File: src/rtl/mhtq_pkg.sv
// Package: constants, types and controller/datapath interface for the timer queue.
`timescale 1ns / 1ps
`default_nettype none
package mhtq_pkg;

  localparam int CAPACITY    = 64;
  localparam int ID_BITS     = 8;
  localparam int MAX_RESULTS = 64;
  localparam int ID_COUNT    = 1 << ID_BITS;
  localparam int HW          = $clog2(CAPACITY);
  localparam int CW          = $clog2(CAPACITY + 1);
  localparam int LW          = HW + 2;
  localparam int FW          = $clog2(MAX_RESULTS);
  localparam int NW          = $clog2(MAX_RESULTS + 1);
  localparam int DLW         = 64;
  localparam int PERW        = 32;
  localparam int OIDW        = 8;
  localparam int IN_DW       = 104;
  localparam int OUT_DW      = 152;

  typedef enum logic [1:0] {
    FN_ADD  = 2'd0,
    FN_DEL  = 2'd1,
    FN_FIRE = 2'd2,
    FN_NOP  = 2'd3
  } func_t;

  typedef enum logic [2:0] {
    ST_ADDED     = 3'd0,
    ST_DELETED   = 3'd1,
    ST_FIRED     = 3'd2,
    ST_NOT_FOUND = 3'd3,
    ST_FULL      = 3'd4,
    ST_NONE      = 3'd5
  } status_t;

  typedef struct packed {
    logic [DLW-1:0]     dl;
    logic [PERW-1:0]    per;
    logic [ID_BITS-1:0] own;
  } entry_t;

  typedef struct packed {
    entry_t             e;
    logic               rok;
    logic [ID_BITS-1:0] rid;
  } fired_t;

  typedef enum logic [2:0] {
    RA_PARENT, RA_LEFT, RA_RIGHT, RA_LAST, RA_ZERO
  } raddr_sel_t;

  typedef enum logic [1:0] {
    HW_X, HW_RD, HW_CHILD
  } hwr_sel_t;

  typedef enum logic [2:0] {
    P_HOLD, P_PARENT, P_CHILD, P_ZERO, P_SLOT
  } pos_sel_t;

  typedef enum logic [1:0] {
    X_HOLD, X_RD
  } x_sel_t;

  typedef enum logic [1:0] {
    RID_ZERO, RID_NID, RID_TGT
  } rid_sel_t;

  typedef enum logic [1:0] {
    RET_DONE, RET_FIRE, RET_REARM
  } ret_t;

  typedef enum logic [4:0] {
    S_IDLE, S_A_CHK, S_D_CHK, S_D_POS, S_F_CHK, S_F_TOP, S_F_RD, S_F_GET,
    S_REM, S_REM_X, S_SU_RD, S_SU_CMP, S_SD_RDL, S_SD_RDR, S_SD_CMP, S_WRX,
    S_RA_RD, S_RA_CHK, S_TOP_RD, S_TOP_LD, S_OUT1, S_FO_RD, S_FO_LD
  } state_t;

  typedef struct packed {
    logic       in_rdy;
    logic       h_re;
    raddr_sel_t h_raddr;
    logic       h_we;
    hwr_sel_t   h_wsel;
    pos_sel_t   pos_sel;
    x_sel_t     x_sel;
    logic       add_new;
    logic       add_rearm;
    logic       cnt_dec;
    logic       vld_clr_tgt;
    logic       vld_clr_rd;
    logic       s_re;
    logic       l_ld;
    logic       top_ld;
    logic       f_we_new;
    logic       f_we_rearm;
    logic       f_re;
    logic       n_clr;
    logic       n_inc;
    logic       k_clr;
    logic       k_inc;
    logic       res_ld;
    status_t    res_code;
    rid_sel_t   rid_sel;
    logic       adl_ld;
    logic       out_ld_single;
    logic       out_ld_fire;
  } cmd_t;

  typedef struct packed {
    logic  in_valid;
    func_t in_func;
    logic  cnt_zero;
    logic  cnt_full;
    logic  vld_nid;
    logic  vld_tgt;
    logic  pos_zero;
    logic  pos_last;
    logic  x_lt_rd;
    logic  x_lt_c;
    logic  l_ge_cnt;
    logic  n_max;
    logic  rd_eq_top;
    logic  k_eq_n;
    logic  k_last;
    logic  f_per_nz;
    logic  out_free;
  } sts_t;

endpackage
`default_nettype wire

File: src/rtl/mhtq_ctrl.sv
// Controller: sequences add, delete, fire, heap sifts and result beats.
`timescale 1ns / 1ps
`default_nettype none
module mhtq_ctrl
  import mhtq_pkg::*;
(
  input  wire logic clk,
  input  wire logic rst_n,
  input  wire sts_t sts,
  output cmd_t      cmd
);

  state_t state_r, state_nxt;
  ret_t   ret_r, ret_nxt;
  logic   sdok_r, sdok_nxt;
  logic   moved_r, moved_nxt;
  logic   multi_r, multi_nxt;
  state_t ret_state;

  always_ff @(posedge clk) begin
    if (!rst_n) begin
      state_r <= S_IDLE;
      ret_r   <= RET_DONE;
      sdok_r  <= 1'b0;
      moved_r <= 1'b0;
      multi_r <= 1'b0;
    end else begin
      state_r <= state_nxt;
      ret_r   <= ret_nxt;
      sdok_r  <= sdok_nxt;
      moved_r <= moved_nxt;
      multi_r <= multi_nxt;
    end
  end

  // where a finished sift or removal resumes
  always_comb begin
    case (ret_r)
      RET_FIRE:  ret_state = S_F_RD;
      RET_REARM: ret_state = S_RA_RD;
      default:   ret_state = S_TOP_RD;
    endcase
  end

  always_comb begin
    cmd       = '0;
    state_nxt = state_r;
    ret_nxt   = ret_r;
    sdok_nxt  = sdok_r;
    moved_nxt = moved_r;
    multi_nxt = multi_r;
    case (state_r)
      S_IDLE: begin
        cmd.in_rdy = 1'b1;
        if (sts.in_valid) begin
          multi_nxt = 1'b0;
          case (sts.in_func)
            FN_ADD:  state_nxt = S_A_CHK;
            FN_DEL:  state_nxt = S_D_CHK;
            FN_FIRE: state_nxt = S_F_CHK;
            default: state_nxt = S_IDLE;
          endcase
        end
      end
      // add: place at the end, sift up
      S_A_CHK: begin
        cmd.res_ld = 1'b1;
        if (sts.cnt_full || sts.vld_nid) begin
          cmd.res_code = ST_FULL;
          cmd.rid_sel  = RID_ZERO;
          state_nxt    = S_TOP_RD;
        end else begin
          cmd.res_code = ST_ADDED;
          cmd.rid_sel  = RID_NID;
          cmd.add_new  = 1'b1;
          ret_nxt      = RET_DONE;
          sdok_nxt     = 1'b0;
          moved_nxt    = 1'b0;
          state_nxt    = S_SU_RD;
        end
      end
      // delete: look up the slot, then remove it
      S_D_CHK: begin
        if (!sts.vld_tgt) begin
          cmd.res_ld   = 1'b1;
          cmd.res_code = ST_NOT_FOUND;
          cmd.rid_sel  = RID_TGT;
          state_nxt    = S_TOP_RD;
        end else begin
          cmd.s_re  = 1'b1;
          state_nxt = S_D_POS;
        end
      end
      S_D_POS: begin
        cmd.pos_sel     = P_SLOT;
        cmd.vld_clr_tgt = 1'b1;
        cmd.res_ld      = 1'b1;
        cmd.res_code    = ST_DELETED;
        cmd.rid_sel     = RID_TGT;
        ret_nxt         = RET_DONE;
        state_nxt       = S_REM;
      end
      // fire: note the earliest deadline, pop while equal
      S_F_CHK: begin
        if (sts.cnt_zero) begin
          cmd.res_ld   = 1'b1;
          cmd.res_code = ST_NONE;
          cmd.rid_sel  = RID_ZERO;
          state_nxt    = S_TOP_RD;
        end else begin
          cmd.h_re    = 1'b1;
          cmd.h_raddr = RA_ZERO;
          cmd.n_clr   = 1'b1;
          multi_nxt   = 1'b1;
          state_nxt   = S_F_TOP;
        end
      end
      S_F_TOP: begin
        cmd.top_ld = 1'b1;
        state_nxt  = S_F_RD;
      end
      S_F_RD: begin
        if (sts.cnt_zero || sts.n_max) begin
          cmd.k_clr = 1'b1;
          state_nxt = S_RA_RD;
        end else begin
          cmd.h_re    = 1'b1;
          cmd.h_raddr = RA_ZERO;
          state_nxt   = S_F_GET;
        end
      end
      S_F_GET: begin
        if (!sts.rd_eq_top) begin
          cmd.k_clr = 1'b1;
          state_nxt = S_RA_RD;
        end else begin
          cmd.f_we_new   = 1'b1;
          cmd.n_inc      = 1'b1;
          cmd.vld_clr_rd = 1'b1;
          cmd.pos_sel    = P_ZERO;
          ret_nxt        = RET_FIRE;
          state_nxt      = S_REM;
        end
      end
      // removal: move the last entry into the hole
      S_REM: begin
        if (sts.pos_last) begin
          cmd.cnt_dec = 1'b1;
          state_nxt   = ret_state;
        end else begin
          cmd.h_re    = 1'b1;
          cmd.h_raddr = RA_LAST;
          state_nxt   = S_REM_X;
        end
      end
      S_REM_X: begin
        cmd.x_sel   = X_RD;
        cmd.cnt_dec = 1'b1;
        moved_nxt   = 1'b0;
        sdok_nxt    = 1'b1;
        state_nxt   = S_SU_RD;
      end
      // sift up
      S_SU_RD: begin
        if (sts.pos_zero) begin
          state_nxt = (moved_r || !sdok_r) ? S_WRX : S_SD_RDL;
        end else begin
          cmd.h_re    = 1'b1;
          cmd.h_raddr = RA_PARENT;
          state_nxt   = S_SU_CMP;
        end
      end
      S_SU_CMP: begin
        if (sts.x_lt_rd) begin
          cmd.h_we    = 1'b1;
          cmd.h_wsel  = HW_RD;
          cmd.pos_sel = P_PARENT;
          moved_nxt   = 1'b1;
          state_nxt   = S_SU_RD;
        end else begin
          state_nxt = (moved_r || !sdok_r) ? S_WRX : S_SD_RDL;
        end
      end
      // sift down
      S_SD_RDL: begin
        if (sts.l_ge_cnt) begin
          state_nxt = S_WRX;
        end else begin
          cmd.h_re    = 1'b1;
          cmd.h_raddr = RA_LEFT;
          state_nxt   = S_SD_RDR;
        end
      end
      S_SD_RDR: begin
        cmd.l_ld    = 1'b1;
        cmd.h_re    = 1'b1;
        cmd.h_raddr = RA_RIGHT;
        state_nxt   = S_SD_CMP;
      end
      S_SD_CMP: begin
        if (sts.x_lt_c) begin
          state_nxt = S_WRX;
        end else begin
          cmd.h_we    = 1'b1;
          cmd.h_wsel  = HW_CHILD;
          cmd.pos_sel = P_CHILD;
          state_nxt   = S_SD_RDL;
        end
      end
      S_WRX: begin
        cmd.h_we   = 1'b1;
        cmd.h_wsel = HW_X;
        state_nxt  = ret_state;
      end
      // re-add periodic timers in firing order
      S_RA_RD: begin
        if (sts.k_eq_n) begin
          state_nxt = S_TOP_RD;
        end else begin
          cmd.f_re  = 1'b1;
          state_nxt = S_RA_CHK;
        end
      end
      S_RA_CHK: begin
        cmd.k_inc = 1'b1;
        if (sts.f_per_nz && !sts.cnt_full && !sts.vld_nid) begin
          cmd.f_we_rearm = 1'b1;
          cmd.add_new    = 1'b1;
          cmd.add_rearm  = 1'b1;
          ret_nxt        = RET_REARM;
          sdok_nxt       = 1'b0;
          moved_nxt      = 1'b0;
          state_nxt      = S_SU_RD;
        end else begin
          state_nxt = S_RA_RD;
        end
      end
      // earliest pending deadline for the results
      S_TOP_RD: begin
        cmd.h_re    = 1'b1;
        cmd.h_raddr = RA_ZERO;
        state_nxt   = S_TOP_LD;
      end
      S_TOP_LD: begin
        cmd.adl_ld = 1'b1;
        if (multi_r) begin
          cmd.k_clr = 1'b1;
          state_nxt = S_FO_RD;
        end else begin
          state_nxt = S_OUT1;
        end
      end
      S_OUT1: begin
        if (sts.out_free) begin
          cmd.out_ld_single = 1'b1;
          state_nxt         = S_IDLE;
        end
      end
      // one beat per fired timer
      S_FO_RD: begin
        cmd.f_re  = 1'b1;
        state_nxt = S_FO_LD;
      end
      S_FO_LD: begin
        if (sts.out_free) begin
          cmd.out_ld_fire = 1'b1;
          cmd.k_inc       = 1'b1;
          state_nxt       = sts.k_last ? S_IDLE : S_FO_RD;
        end
      end
      default: begin
        state_nxt = S_IDLE;
      end
    endcase
  end

endmodule
`default_nettype wire

File: config.mk
export PLATFORM = sky130hd
export DESIGN_NAME = mhtq_ctrl
export DESIGN_NICKNAME = d
export VERILOG_FILES = /design/src/rtl/mhtq_pkg.sv /design/src/rtl/mhtq_ctrl.sv
export SDC_FILE = /design/constraint.sdc
export NUM_CORES = 1
export LEC_CHECK = 0
export ABC_AREA = 0
export BUFFER_PORTS_ARGS = -buffer_cell sky130_fd_sc_hd__buf_2
export CORE_ASPECT_RATIO = 1.4
export CORE_UTILIZATION = 30
export CTS_CLUSTER_SIZE = 24
export DETAILED_ROUTE_END_ITERATION = 8
export PLACE_DENSITY = 0.62
export SLEW_MARGIN = 30
export SYNTH_ARGS = -nofsm -noshare
export SYNTH_HDL_FRONTEND = slang
export SYNTH_SLANG_ARGS = --single-unit
File: constraint.sdc
create_clock -name clk -period 2.19 [get_ports clk]
set_input_delay 0.219 -clock clk [delete_from_list [all_inputs] [get_ports clk]]
set_output_delay 0.219 -clock clk [all_outputs]
set_load 0.02 [all_outputs]
==> After elaboration in Yosys (flattened, before gate mapping) <==
Cells that the tools add are included.
{ "word_totals": {"ff_bits": 10} }
{ "classes": {"n_reduce_logical": 19, "eq_ne": 34, "mux": 78} }
{ "ops": {"columns": ["operator", "n"], "rows": [
  ["$pmux 5 s23", 1],
  ["$mux 5", 12],
  ["$eq 5x4->1 const B", 8],
  ["$eq 5x5->1 const B", 7],
  ["$mux 1", 30],
  ["$pmux 4 s7", 1],
  ["$mux 6", 4],
  ["$pmux 6 s4", 1],
  ["$eq 5x3->1 const B", 4],
  ["$mux 4", 5],
  ["$mux 2", 9],
  ["$pmux 3 s3", 2],
  ["$ne 2x2->1 const B", 8],
  ["$pmux 3 s4", 1],
  ["$eq 5x2->1 const B", 2],
  ["$pmux 1 s2", 5],
  ["$pmux 5 s2", 1],
  ["$reduce_and 3->1", 3],
  ["$pmux 2 s4", 1],
  ["$reduce_and 4->1", 2],
  ["$reduce_bool 4->1", 2],
  ["$mux 3", 2],
  ["$pmux 1 s3", 2],
  ["$eq 5x1->1 const B", 1],
  ["other kinds (10)", 17]
]} }

==> Longest topological paths before layout <==
{ "logic_depth": {"depth_word": 5, "ltp_mapped": 7} }

==> Worst setup path after synthesis <==
Ideal clock, no wire load.
{ "synth_timing": {"path_type": "flip-flop to output port", "from": "reg state_r[1]", "to": "out cmd[8] in the netlist's numbering", "required_ns": 1.971, "n_path_buf": 1, "arrival_time_ns": 2.005, "path_stages_with_launch": 5, "setup_slack_ns": -0.034, "path_cell_list": "dfxtp_1 -> buf_2 -> nand2b_1 -> a2111oi_1 -> o21bai_1"} }
{ "synth_rtl": {"columns": ["item", "line_no", "rtl"], "rows": [
  ["start: declaration", "mhtq_ctrl.sv:13", "state_t state_r, state_nxt;"],
  ["start signal: assignment", "mhtq_ctrl.sv:28", "state_r <= state_nxt;"],
  ["end: declaration", "mhtq_ctrl.sv:10", "output cmd_t cmd"]
]} }

==> results.sh <==
export IMPL_post_route_min_period_ns=2.13
export IMPL_fin_skew_ns=0.00172
export IMPL_clkPwrFrac=0.131
export IMPL_antenna_found_initial=0
export IMPL_yosys_warnings=0
export IMPL_power_density_nw_per_um2=880
export IMPL_grt_pass1_vias=1598
export IMPL_first_iter_violations=99
export IMPL_crit_type="flop to primary output"
export IMPL_area_growth_pct=31.7
export IMPL_synth_mux_area_frac=0
export IMPL_yosys_register_bits=10
export IMPL_initial_core_util=0.316
export IMPL_synth_top_area_frac=0.148
export IMPL_io_buffers=55
export IMPL_cpMaxStageDelayCell="or4b_4"
export IMPL_reg2reg_depth=6
export IMPL_row_count=28
export IMPL_cts_sinks=10
export IMPL_swShare=0.527
export IMPL_synth_compound_area_share=0.285
export IMPL_grt_remaining_overflow=0
export IMPL_pin_count=57
export IMPL_p_seq_frac=0.174
export IMPL_crit_chain="or4b_4 > a211o_1 > o21ai_2 > a21o_1 > buf_2"
export IMPL_p_leak_nw=0.832
export IMPL_crit_path_end_kind="primary output"
export IMPL_setup_tns_ns=0
export IMPL_synth_seq_area_share=0.148
export IMPL_cts_buffers=3
export IMPL_yosys_area_top_type="dfxtp_1"
export IMPL_dieWidth_um=58.8
export IMPL_drive_gt1_frac=0.354
export IMPL_finalCritPeriodShare=0.971
export IMPL_hp_class="primary input to flop"
export IMPL_cpPeakStageDelay_ns=0.58
export IMPL_vias=1751
export IMPL_clock_latency_ns=0.24
export IMPL_power_internal_w=0.000742
export IMPL_postCtsHoldBufs=0
export IMPL_finalSetupViolCount=0
export IMPL_share_comb_of_total_power=0.695
export IMPL_run_status="finished, final reports clean"
export IMPL_gp_congestion=0.914
export IMPL_core_um2=4270
export IMPL_num_fill_cells=489
export IMPL_hold_violations=0
export IMPL_ant_nets=0
export IMPL_grt_pass1_wl_um=7820
export IMPL_dr_pass1_iters=4
export IMPL_synth_top_family_by_area="simple AND/OR/NAND/NOR gates"
export IMPL_synth_avg_cell_area_um2=6.63
export IMPL_diodes=0
export IMPL_slew_violations=0
export IMPL_synthXorXnorAreaFrac=0
export IMPL_placed_area_um2=1730
export IMPL_wl_um=5020
export IMPL_cp_data_arrival_time_ns=1.91
export IMPL_critPathTopFamily="simple AND/OR/NAND/NOR gates"
export IMPL_synthSimpleGateAreaFrac=0.440
export IMPL_cp_buffers_inverters=1
export IMPL_clock_root_buffer="clkbuf_8"
export IMPL_ys_top_cells_by_area="dfxtp_1 15%, nor2_1 5.6%, nor3_1 5.2%"
export IMPL_post_cts_resized=2
export IMPL_fmaxAchievable_ghz=0.470
export IMPL_fin_area_um2=1780
export IMPL_cp_max_fo=7
export IMPL_ys_types=53
export IMPL_tritoncts="built"
export IMPL_hold_depth=2
export IMPL_drcViolationCount=0
export IMPL_wire_per_inst_um=15.8
export IMPL_worstSetupStartpointType="flop"
export IMPL_die_y_um=81.4
export IMPL_slew_headroom=0.504
export IMPL_worst_pin_slew_ns=0.737
export IMPL_synthesis_nets=224
export IMPL_via_per_inst=5.52
export IMPL_p_switching_w=0.000826
export IMPL_dpl_hpwl_um=3970
export IMPL_cts_buffer_depth=2
export IMPL_vdd_ir_drop_max_mv=0.522
export IMPL_grt_usage=0.214
export IMPL_fin_nets=279
export IMPL_cp_required_ns=1.97
export IMPL_maxCapViolCount=0
export IMPL_rsz0062_at_grt="no"
export IMPL_path_depth=5
export IMPL_synth_area_um2=1350
export IMPL_synthAdderAreaFrac=0
export IMPL_htree_levels=1
export IMPL_grt_max_degree=22
export IMPL_syn_inst=204
export IMPL_dieArea_um2=4780
export IMPL_cts_setup_buffers=0
export IMPL_path_clk_slew_ns=0.05
## final cells by class
class | count | area [µm²] | area share
inverters | 8 | 30.0 | 0.0169
repair buffers | 74 | 430 | 0.242
clock buffers | 3 | 41.3 | 0.0232
well taps | 60 | 75.1 | 0.0421
flip-flops and latches | 10 | 204 | 0.114
multi-input cells | 162 | 1000 | 0.562
## cell usage in the layout, fill, tap and decap left out, drive strengths merged, types with 6 or more instances in the layout
cell / n
buf: 74
nand3: 6
nor3: 14
dfxtp: 10
nand2: 17
a21oi: 13
inv: 7
nor4: 12
nor2: 20
nand2b: 10
nor2b: 6
and3: 6
o21ai: 8
## power by group through the flow
stage / sequential [W] / clock [W] / combinational, W
2_1_floorplan: 0.000227 / 0 / 0.000759
5_1_grt: 0.000280 / 0.000216 / 0.00117
4_1_cts: 0.000267 / 0.000202 / 0.00108
3_3_place_gp: 0.000269 / 0 / 0.00108
3_5_place_dp: 0.000269 / 0 / 0.00106
6_report: 0.000272 / 0.000206 / 0.00109
## worst register-to-register path, stage by stage (launching register included)
cell and delay, ns:
dfxtp_2 0.37, buf_4 0.19, nand2b_1 0.20, or4_1 0.53
a21oi_1 0.26, nor2_1 0.08, a31o_1 0.18
## cells in the mapped netlist, drive strengths merged
cell type,number
a31oi,5
a211o,1
or4,2
a21oi,13
nor2b,6
o21ai,8
nor3b,4
or3b,1
nor3,14
o21bai,1
o211a,1
o32ai,3
and3,6
nor2,20
a21boi,2
a21o,2
nand2b,10
nand2,17
a2111oi,3
a211oi,3
nand4,1
dfxtp,10
or2,3
nor4b,1
a31o,2
a32o,1
o22ai,1
a41oi,1
o31a,1
a311oi,1
buf,15
or4b,1
conb,1
clkbuf,9
and3b,1
inv,7
o32a,1
clkinv,1
nor4,12
o21a,5
or3,1
nand3,6
## layer usage
| layer | part of all wire | wire length, µm | up-vias | GRT usage |
|---|---|---|---|---|
| met5 | 0 | 0 | - | 0 |
| met4 | 0.021 | 106 | 0 | 0.0857 |
| met3 | 0.060 | 299 | 9 | 0.0252 |
| met2 | 0.50 | 2520 | 70 | 0.360 |
| met1 | 0.42 | 2090 | 820 | 0.275 |
| li1 | - | - | 852 | - |
## through the flow
stage	hold slack, ns	total power [W]	setup WS [ns]	util	std cells
after floorplan	0.410	0.000987	0.234	-	204
after global placement	0.476	0.00134	0.209	0.404	314
after detailed placement	0.488	0.00133	0.206	0.404	314
after CTS	0.315	0.00154	0.0317	0.416	317
after global routing	0.316	0.00167	0.00152	0.417	317
final	0.312	0.00157	0.0638	0.417	317
## flip-flops by register name, summed over array words and instances (netlist names)
name	cells
state_r	5
ret_r	2
moved_r	1
multi_r	1
sdok_r	1
## worst paths after layout
check                           endpoint  startpoint  slack [ns]
worst max-delay path             cmd[35]  state_r[3]        0.06
worst min-delay path            ret_r[0]       rst_n        0.31
worst max register to register  ret_r[1]  state_r[1]        0.28
worst min register to register   moved_r     moved_r        0.49
## kinds of logic after synthesis
family / Yosys count
simple gates: 106
compound gates: 55
buf+inv: 32
flops: 10
other cells: 1
(Power assumes the default switching activity.)
